**src/rtl/core/sgi_pkg.sv**
```systemverilog
// Shared widths, types and pipeline sizes for the segment intersection block.
`timescale 1ns / 1ps

package sgi_pkg;

  // Coordinate width; all coordinates share one fixed-point format.
  localparam int COORD_W      = 24;
  // Edge differences, cross products, determinant sums and their magnitudes.
  localparam int DIFF_W       = COORD_W + 1;
  localparam int PROD_W       = 2 * DIFF_W;
  localparam int SUM_W        = PROD_W + 1;
  localparam int MAG_W        = PROD_W;
  // Running value inside one division cell: 2*rem + numerator < 3*det.
  localparam int REM_X        = MAG_W + 2;
  // Stream payload widths.
  localparam int IN_DATA_W    = 8 * COORD_W;
  localparam int OUT_DATA_W   = 2 * COORD_W;
  // Pipeline: front-end stages, one cell per quotient bit, one output stage.
  localparam int FRONT_STAGES = 5;
  localparam int N_CELLS      = COORD_W;
  localparam int PIPE_STAGES  = FRONT_STAGES + N_CELLS + 1;

  typedef logic signed [COORD_W-1:0] coord_t;
  typedef logic signed [DIFF_W-1:0]  diff_t;
  typedef logic signed [PROD_W-1:0]  prod_t;
  typedef logic signed [SUM_W-1:0]   sum_t;
  typedef logic        [MAG_W-1:0]   mag_t;
  typedef logic        [COORD_W-1:0] ucoord_t;

  // Payload handed from cell to cell along the division chain.
  typedef struct packed {
    logic    hit;
    coord_t  a0_re;
    coord_t  a0_im;
    logic    neg_re;
    logic    neg_im;
    mag_t    det_mag;
    mag_t    sn_mag;
    ucoord_t d_re;
    ucoord_t d_im;
    ucoord_t q_re;
    ucoord_t q_im;
    mag_t    r_re;
    mag_t    r_im;
  } cell_t;

endpackage

```
**src/rtl/core/sgi_cell.sv**
```systemverilog
// One cell of the division chain: one quotient bit of |sn|*|d| / |det| per component.
`timescale 1ns / 1ps

module sgi_cell import sgi_pkg::*; (
  input  logic  clk,
  input  logic  en,
  input  cell_t cell_i,
  output cell_t cell_o
);

  cell_t cell_r, cell_nxt;

  // Folds the next multiplier bit into the running product and reduces it
  // by the determinant; the remainder stays below the determinant, so the
  // new quotient digit is 0, 1 or 2.
  function automatic logic [COORD_W+MAG_W-1:0] div_step(
    input ucoord_t q,
    input mag_t    r,
    input logic    b,
    input mag_t    sn,
    input mag_t    det
  );
    logic [REM_X-1:0] x;
    logic [REM_X:0]   s1;
    logic [REM_X:0]   s2;
    ucoord_t          q_n;
    mag_t             r_n;
    x  = REM_X'({r, 1'b0}) + (b ? REM_X'(sn) : REM_X'(0));
    s1 = {1'b0, x} - (REM_X + 1)'(det);
    s2 = {1'b0, x} - (REM_X + 1)'({det, 1'b0});
    priority if (!s2[REM_X]) begin
      q_n = {q[COORD_W-2:0], 1'b0} + COORD_W'(2);
      r_n = s2[MAG_W-1:0];
    end else if (!s1[REM_X]) begin
      q_n = {q[COORD_W-2:0], 1'b1};
      r_n = s1[MAG_W-1:0];
    end else begin
      q_n = {q[COORD_W-2:0], 1'b0};
      r_n = x[MAG_W-1:0];
    end
    return {q_n, r_n};
  endfunction

  always_comb begin
    cell_nxt = cell_i;
    {cell_nxt.q_re, cell_nxt.r_re} = div_step(cell_i.q_re, cell_i.r_re,
                                              cell_i.d_re[COORD_W-1],
                                              cell_i.sn_mag, cell_i.det_mag);
    {cell_nxt.q_im, cell_nxt.r_im} = div_step(cell_i.q_im, cell_i.r_im,
                                              cell_i.d_im[COORD_W-1],
                                              cell_i.sn_mag, cell_i.det_mag);
    cell_nxt.d_re = {cell_i.d_re[COORD_W-2:0], 1'b0};
    cell_nxt.d_im = {cell_i.d_im[COORD_W-2:0], 1'b0};
  end

  always_ff @(posedge clk) begin
    if (en) begin
      cell_r <= cell_nxt;
    end
  end

  assign cell_o = cell_r;

endmodule

```
**config.mk**
```make
export PLATFORM = sky130hd
export DESIGN_NAME = sgi_cell
export DESIGN_NICKNAME = d
export VERILOG_FILES = /design/src/rtl/core/sgi_pkg.sv /design/src/rtl/core/sgi_cell.sv
export SDC_FILE = /design/constraint.sdc
export NUM_CORES = 1
export LEC_CHECK = 0
export ABC_AREA = 1
export BUFFER_PORTS_ARGS = -buffer_cell sky130_fd_sc_hd__buf_2
export CORE_ASPECT_RATIO = 1.75
export CORE_UTILIZATION = 40
export CTS_CLUSTER_SIZE = 25
export DETAILED_ROUTE_END_ITERATION = 7
export HOLD_SLACK_MARGIN = 0.05
export PLACE_DENSITY_LB_ADDON = 0.25
export SETUP_SLACK_MARGIN = 0.2
export SLEW_MARGIN = 0
export SYNTH_ARGS = -nofsm -noshare
export SYNTH_HDL_FRONTEND = slang
export SYNTH_SLANG_ARGS = --single-unit
```
**constraint.sdc**
```tcl
create_clock -name clk -period 7.25 [get_ports clk]
set_input_delay 0.3625 -clock clk [delete_from_list [all_inputs] [get_ports clk]]
set_output_delay 0.3625 -clock clk [all_outputs]
set_load 0.01 [all_outputs]
```
======== Word level (Yosys, flattened, before mapping) ========
Index checks and enable logic that the tools add are counted.
word-level totals
  bits in registers ....................... 345
  input port bits ......................... 349
  word-level logic and storage cells ...... 31
  output and inout bits ................... 347
operators by class
  mux-type cells .......................... 10
  $add $sub $neg .......................... 8
operator list
  cell                     count
  $mux W50                 6
  $sub A52 B50 Y53         2
  $sub A52 B51 Y53         2
  $add A51 B50 Y52         2
  $add A24 B2 Y24 const B  2
  $mux W24                 2
  $mux W1                  2

======== Depth between registers and ports, before layout ========
Gate-level depths: netlist (run 1).
  word-level depth ........................ 5
  gate-level depth with buffers ........... 35
  mapped depth without buffers ............ 33

======== Worst setup path before layout (run 1) ========
OpenSTA, ideal clock, no wires.
  kind .................................... in2reg
  from .................................... input port cell_i[171] (netlist name)
  to ...................................... register cell_r, in the netlist cell_o[39], data pin
  setup time .............................. 0.253 ns
  stages .................................. 29
  setup slack ............................. 3.065 ns
  path buffers ............................ 4
  data arrival time ....................... 3.932 ns
  data required time ...................... 6.997 ns
  cells stage by stage .................... clkbuf_1 -> clkbuf_1 -> nand2_1 -> inv_1 -> ha_1 -> fa_1 -> nand3_1 -> nand3_1 -> nand2_1 -> nand2_1 -> nand2_1 -> nand2_1 -> nand2_1 -> nand2_1 -> xnor2_1 -> inv_1 -> ha_1 -> a21oi_1 -> o21ai_0 -> nand2_1 -> nand2_1 -> a21oi_1 -> nand3_2 -> nand2_2 -> buf_6 -> buf_6 -> nand4_1 -> nand3_1 -> nand2_1
RTL lines
  item                  RTL line        text
  start, declared       sgi_cell.sv:7   input cell_t cell_i,
  end signal, assigned  sgi_cell.sv:58  cell_r <= cell_nxt;
  end, declared         sgi_cell.sv:11  cell_t cell_r, cell_nxt;

==> results list, run 1 <==
- Sequential fraction of the synthesis area: 25.9%
- STA puts the critical path data arrival time at 6.21 ns.
- Number of vias per cell: 5.24
- Initial DRC count: 3,230
- The number of clock buffers added by TritonCTS is 35.
- Total power draw: 10.8 mW
- Final hold violation count: 0
* Max Clock Freq: 170 MHz
- After clock tree synthesis, the repair step resized 0 gates.
- H-tree Lvls: 2
* Run status: finished, violations left
- Synth Area in XOR/XNOR: 5.13%
- Max-Slew Margin vs Limit: 21.4%
* Clock Pin Slew Worst Setup and Hold Paths: 0.07 ns
- Area fraction of the dominant cell type after synthesis: 25.9%
* Number of nets with antenna violations after routing: 0
- Maximum net fanout on the critical path: 51
- Total number of placement rows: 153
- After synthesis, the netlist uses 48 different library cells.
- In this run the count of I/O pins placed on the die edge is 696.
- Pwr dens: 227 nW/um^2
* Setup TNS: 0 ns
- For this run, design rule violations remaining after detail routing come to 3.
- Counting I/O delays and the setup requirement, the final critical path takes 5.90 ns.
- Flops & latches, synth: 345
* Flip-flop count of the largest register, all copies and words added: 345
- Die Footprint: 101,000 um^2
- Cell leakage power: 25.8 nW
- Maximum number of pins on one net before global-route repair: 160
- Largest vdd supply drop: 214 uV
* Adder-cell area share of the yosys netlist: 9.69%
* HPWL reported at the end of detailed placement: 174 mm
* Fraction of layout cells with a size suffix above 1: 12.3%
- STA classifies the critical path startpoint as a primary input.
- The initial antenna violation count is 21.
* Worst hold slack: 0.0605 ns
- Slowest Stage Delay on Critical Path: 0.91 ns
- At the pin with the least slew margin, the transition time is 1.18 ns.
* Total via count in the routed design: 45,100
- In this run the mean area of a mapped cell was 6.24 um^2.
- Number of pins with negative max-slew slack in the final report: 0
* Total wire length after detailed routing: 202 mm
- The total area inside the core boundary comes to 99,200 um^2.
- Netlist area before placement: 40,000 um^2
* Residual overflow from global routing: 0
- Mux contribution to synthesized area: 0%
- By area, the combinational part of the netlist is dominated by simple AND/OR/NAND/NOR gates.
- Cells taking the most area after synthesis: sky130_fd_sc_hd__edfxtp_1 (26%), sky130_fd_sc_hd__nand2_1 (21%), sky130_fd_sc_hd__inv_1 (12%)
* Cell count after placement: 8,358
- By instance count, the cell type seen most on the critical path is sky130_fd_sc_hd__nand2_1.
- Hold buffers post-CTS: 172
- The tool flagged a number of max-cap violations equal to 0.
- The largest individual stage delay along the critical path comes from the cell sky130_fd_sc_hd__xor2_1.
- Final nets: 7,905
* Number of global-route vias before repair: 44,400
- After the flow finishes, the layout carries non-filler instances totaling 8,611.
- Proportion of register bits with asynchronous set or reset after synthesis: 0%
* Critical hold path startpoint: cell_i[233]
- Counting flops with a built-in enable in the synthesized netlist gives 345.
- For this run, the leading register cell type out of synthesis is sky130_fd_sc_hd__edfxtp_1.
* Pre-Repair DR Iteration Count: 8
* Cell chosen for the clock root: sky130_fd_sc_hd__clkbuf_16
- The critical path is of the in2reg type.
* RSZ-0062 raised after global routing: no
- Instance count of the mapped netlist: 6,405
* Bufs on Longest Clock Path: 3
- Clock tree from TritonCTS: yes
- Final count of negative-setup-slack endpoints: 0
* Die Y: 420 um
* Count of yosys warnings during synthesis: 0
- Port buffer count: 691
* Area added between synthesis and finish: 19.4%
- Failing checks: DRC
* Number of buffers added for setup after CTS: 0
- Counting every sink on the clock net gives 345.
* Die Wd: 241 um
- The synthesized netlist devotes 37.0% of its cell area to simple gates.
- The first global-routing pass estimated 283 mm of wire.
* Hold/Removal Path Class: in2reg
- Placer Congestion: 1.09
* Synth area leader: sky130_fd_sc_hd__edfxtp_1
- At the worst endpoint, the required time is 7.56 ns.
* Element type at the critical path end: flop
* Wire per inst: 23.5 um
* Effective utilization at floorplan: 40.3%
- Global routing used 39.2% of the available tracks.
- Launch point of the critical path: cell_i[215]
- After layout, the worst path uses 81.3% of the clock period.
- Complex-gate fraction of the synthesized area: 8.54%
==> path summary, 6_finish.rpt <==
kind	endpoint	cells past startpoint	slack, ns
worst max-delay path	cell_o[83]	29	1.35
worst min-delay path	cell_o[233]	1	0.06
==> logic make-up after synthesis <==
family | Yosys count
other cells | 1
xor+xnor | 234
buf+inv | 1385
fa+ha+maj | 306
simple gates | 3513
flops | 345
compound gates | 621
==> critical path: cells and delay by family <==
family | cells | cell delay, ns
xor+xnor | 1 | 0.91
buf+inv | 7 | 1.19
fa+ha+maj | 2 | 0.83
simple gates | 19 | 2.83
==> layout make-up <==
cell class | instances | area, um^2
fill | 10800 | 51500
timing repair buffer | 892 | 5480
sequential | 345 | 10400
tap | 1317 | 1650
multi-input combinational | 4676 | 24100
inverter | 1300 | 4880
clock buffer | 39 | 891
clock inverter | 25 | 272
antenna | 17 | 42.5
==> synthesized netlist by cell type (70+ instances only) <==
library cell / n
sky130_fd_sc_hd__nand2_1: 2204
sky130_fd_sc_hd__nor3_1: 75
sky130_fd_sc_hd__a21oi_1: 316
sky130_fd_sc_hd__ha_1: 300
sky130_fd_sc_hd__inv_1: 1281
sky130_fd_sc_hd__nor2_1: 573
sky130_fd_sc_hd__xor2_1: 164
sky130_fd_sc_hd__edfxtp_1: 345
sky130_fd_sc_hd__o21ai_0: 184
sky130_fd_sc_hd__nand4_1: 204
sky130_fd_sc_hd__xnor2_1: 70
sky130_fd_sc_hd__nand3_1: 320
==> report_power, final <==
part / switching, mW / internal, mW / leakage [nW] / total (mW)
Combinational: 4.28 / 1.87 / 21.9 / 6.15
Clock: 0.880 / 1.02 / 0.559 / 1.90
Sequential: 0.130 / 2.64 / 3.37 / 2.77
Total: 5.29 / 5.53 / 25.8 / 10.8
==> metal layers <==
metal	vias to the layer above	GRT usage, %	share of wire [%]
li1	21900	-	-
met1	20600	36.8	33
met2	1884	68.5	48
met3	662	6.04	5.6
met4	8	43.3	13
met5	-	0	0.026
==> layout by cell type (no fill, tap or decap), types with 16 or more instances in the layout <==
| cell | instances |
|---|---|
| sky130_fd_sc_hd__a21o_1 | 25 |
| sky130_fd_sc_hd__diode_2 | 17 |
| sky130_fd_sc_hd__inv_2 | 17 |
| sky130_fd_sc_hd__nand2_1 | 2204 |
| sky130_fd_sc_hd__o21bai_1 | 40 |
| sky130_fd_sc_hd__dlygate4sd3_1 | 172 |
| sky130_fd_sc_hd__buf_4 | 23 |
| sky130_fd_sc_hd__inv_1 | 1281 |
| sky130_fd_sc_hd__o21a_1 | 22 |
| sky130_fd_sc_hd__nor2_1 | 573 |
| sky130_fd_sc_hd__nand3b_1 | 16 |
| sky130_fd_sc_hd__ha_1 | 300 |
| sky130_fd_sc_hd__nand2_2 | 18 |
| sky130_fd_sc_hd__o21ai_0 | 184 |
| sky130_fd_sc_hd__nand3_1 | 320 |
| sky130_fd_sc_hd__xor2_1 | 164 |
| sky130_fd_sc_hd__nor2_2 | 17 |
| sky130_fd_sc_hd__nand3_2 | 40 |
| sky130_fd_sc_hd__a21oi_1 | 316 |
| sky130_fd_sc_hd__buf_2 | 690 |
| sky130_fd_sc_hd__nand4_1 | 204 |
| sky130_fd_sc_hd__edfxtp_1 | 345 |
| sky130_fd_sc_hd__xnor2_1 | 70 |
| sky130_fd_sc_hd__clkbuf_16 | 35 |
| sky130_fd_sc_hd__nor3_1 | 75 |
==> per-stage QoR <==
stage / worst slack (ns) / cell area, um^2 / util, %
after floorplan: 3.06 / 40000 / -
after global placement: 1.24 / 44800 / 45.2
after detailed placement: 1.17 / 44800 / 45.2
after CTS: 1.67 / 47700 / 48.1
after global routing: 1.08 / 47700 / 48.1
final: 1.35 / 47700 / 48.1
(Power assumes the default switching activity.)
==> inputs of run 2 (changes only) <==
Clock period 7.25 ns to 6.1 ns, I/O delays scaled along.
==> run 2 against run 1 <==
  * The run now ends clean
  * Hold slack improved by 0.026 ns
  * Die area is the same
  * Combinational power grew 23%
  * Sequential power increased by 17%
  * Sequential share of layout area down 0.37 points
  * Critical path type unchanged
==> results list, run 2 (synthesis results as in run 1) <==
- The first-pass GRT wire length came to 289 mm (+2.2%).
* Time the worst path needs with I/O delays and setup: 5.61 ns
- The min-delay analysis places its worst path in the category in2reg.
- The final core area utilization came to 48.9% (+0.83 points).
- Leaving out fill and tap cells, the most frequent cell in the layout is sky130_fd_sc_hd__nand2_1.
- The slew at the pin closest to its max-slew limit came to 0.867 ns (-0.308 ns).
- Final worst setup slack: 0.490 ns (-0.864 ns)
* Die Y: 420 um (unchanged)
- Maximum number of pins on one net before global-route repair: 130 (-19%)
- Final nets: 7,988 (+1.0%)
- Largest vdd supply drop: 209 uV (-2.2%)
* Bufs on Longest Clock Path: 3 (unchanged)
* Max-Slew Margin vs Limit: 42.2% (+21 points)
- The DRC violation count after routing was 0 (-3).
* Pwr dens: 272 nW/um^2 (+20%)
* Pre-Repair DR Iteration Count: 6 (-2)
- Element type at the critical path end: flop
- Die Footprint: 101,000 um^2 (unchanged)
* Sinks on Clock Net: 345 (unchanged)
- STA classifies the critical path startpoint as a primary input.
* Number of pins with negative max-slew slack in the final report: 0 (unchanged)
- Effective utilization at floorplan: 40.3% (unchanged)
- Num ports: 696 (unchanged)
- The total via count after detailed routing came to 45,100 (-0.075%).
- Wire per inst: 23.7 um (+0.72%)
- The violation count after the first detailed-routing iteration is 3,397 (+5.2%).
- The area of all placed cells without fillers came to 48,500 um^2 (+1.7%).
- Port buffer count: 691 (unchanged)
* Area of the core region: 99,200 um^2 (unchanged)
- The global route total overflow is 0 (unchanged).
- Setup repair after global routing left no endpoint under its margin.
* Total wire length after detailed routing: 206 mm (+1.7%)
- The placed instance area came to 45,300 um^2 (+1.3%).
* CP Data Arrival Time: 5.95 ns (-0.26 ns)
* Total number of placement rows: 153 (unchanged)
- The leakage power summed over all cells was 26.3 nW (+1.7%).
* H-tree Lvls: 2 (unchanged)
* CTS-repair resized insts: 0 (unchanged)
- The clock transition at the registers of the reported paths is 0.06 ns (about the same).
- The global router's overall resource usage was 40.1% (+0.95 points).
* Setup TNS: 0 ns (unchanged)
* Cell count after placement: 8,421 (+0.75%)
- Total power draw: 13.2 mW (+22%)
- The pre-CTS setup slack came to 0.527 ns (-0.644 ns).
- Area added between synthesis and finish: 21.4%
- The ratio of cells with drive above 1 in the final layout was 13.0% (+0.69 points).
* Initial antenna violation count: 20 (-4.8%)
- Worst hold slack: 0.0861 ns (+0.0256 ns)
- Final cell count without fillers: 8,697 (+1.0%)
- The number of flip-flops in the largest register came to 345 (unchanged).
- Number of global-route vias before repair: 45,400 (+2.2%)
* Final hold violation count: 0 (unchanged)
- Run status: complete, no violations
- The worst-path maximum fanout was 5 (-90%).
- Max Clock Freq: 178 MHz
- The root buffer cell chosen for the clock tree is sky130_fd_sc_hd__clkbuf_16.
- Commonest cells after routing, fill and taps aside: sky130_fd_sc_hd__nand2_1 (2,204), sky130_fd_sc_hd__inv_1 (1,281), sky130_fd_sc_hd__buf_2 (690)
- The final critical path takes up 92.0% of the cycle.
- Number of max-cap violations: 0 (unchanged)
- The total half-perimeter wirelength after legalization and detailed placement was 176 mm (+1.7%).
- Clock tree from TritonCTS: yes
- Following the worst setup path forward leads to its endpoint at cell_o[93].
- The number of nets with antenna violations after routing was 0 (unchanged).
* Placer Congestion: 1.04 (-3.7%)
- The total setup violations reported at the end of the flow was 0 (unchanged).
* Required arrival time at the worst endpoint: 6.44 ns (-1.12 ns)
- Critical path class: in2reg
- Number of vias per cell: 5.18 (-1.1%)
- Clock buffers created by TritonCTS: 36 (+2.9%)
* Launch point of the critical path: cell_i[197]
- Die Wd: 241 um (unchanged)
run 2: cell types whose count changed in the layout (fill, tap and decap cells not counted), sizes merged, moves of 3 or more:
cell,before,now
diode,17,20
clkinv,16,11
clkbuf,39,44
buf,720,783
dlygate4sd3,172,191
run 2: worst max-delay path, stage by stage:
cell	delay, ns
sky130_fd_sc_hd__dlygate4sd3_1	0.54
sky130_fd_sc_hd__buf_2	0.21
sky130_fd_sc_hd__nand2_1	0.08
sky130_fd_sc_hd__inv_1	0.04
sky130_fd_sc_hd__ha_1	0.24
sky130_fd_sc_hd__fa_1	0.46
sky130_fd_sc_hd__nand3_1	0.10
sky130_fd_sc_hd__nand3_1	0.30
sky130_fd_sc_hd__nand2_1	0.15
sky130_fd_sc_hd__nand2_1	0.17
sky130_fd_sc_hd__nand2_1	0.10
sky130_fd_sc_hd__nand2_1	0.13
sky130_fd_sc_hd__xor2_1	0.45
sky130_fd_sc_hd__inv_1	0.20
sky130_fd_sc_hd__ha_1	0.42
sky130_fd_sc_hd__nand2_1	0.12
sky130_fd_sc_hd__o21ai_0	0.52
sky130_fd_sc_hd__a21oi_1	0.33
sky130_fd_sc_hd__o21ai_0	0.48
sky130_fd_sc_hd__nand3_1	0.17
sky130_fd_sc_hd__nand3_1	0.11
sky130_fd_sc_hd__nand2_1	0.05
sky130_fd_sc_hd__nand3_1	0.13
sky130_fd_sc_hd__nand2_1	0.10
run 2: layout make-up:
type / count / area [um^2]
flip-flops and latches: 345 / 10400
clock inverters: 21 / 287
fillers: 10500 / 50600
well taps: 1317 / 1650
inverters: 1300 / 4880
clock buffers: 44 / 931
diodes: 20 / 50.0
multi-input cells: 4676 / 24100
repair buffers: 974 / 6250
run 2: worst min path at each step:
| stage | from | endpoint | slack, ns | cells after the start |
|---|---|---|---|---|
| 2_1_floorplan | cell_i[148] | cell_o[149] | 0.40 | 0 |
| 3_3_place_gp | cell_i[177] | cell_o[178] | 0.48 | 1 |
| 3_5_place_dp | cell_i[180] | cell_o[181] | 0.48 | 1 |
| 4_1_cts | cell_i[199] | cell_o[199] | 0.05 | 1 |
| 5_1_grt | cell_i[198] | cell_o[198] | 0.07 | 1 |
| 6_report | cell_i[199] | cell_o[199] | 0.09 | 1 |
run 2: per-layer routing:
metal  vias to the layer above  routed length [um]  global-route usage (%)
met5                         -                  31                       0
met1                     20400               68100                    37.7
met4                         4               27000                    44.1
met3                       692               10700                    5.76
li1                      22100                   -                       -
met2                      1856              100000                    70.6
run 2: timing repair:
action	4_1_cts	5_1_grt
hold buffers	191	0
buffers inserted	0	0
hold endpoints to repair	191	0
run 2: report_power, final:
group / total [mW] / internal, mW / switching (mW)
Sequential: 3.25 / 3.13 / 0.117
Clock: 2.35 / 1.32 / 1.03
Combinational: 7.57 / 2.36 / 5.22
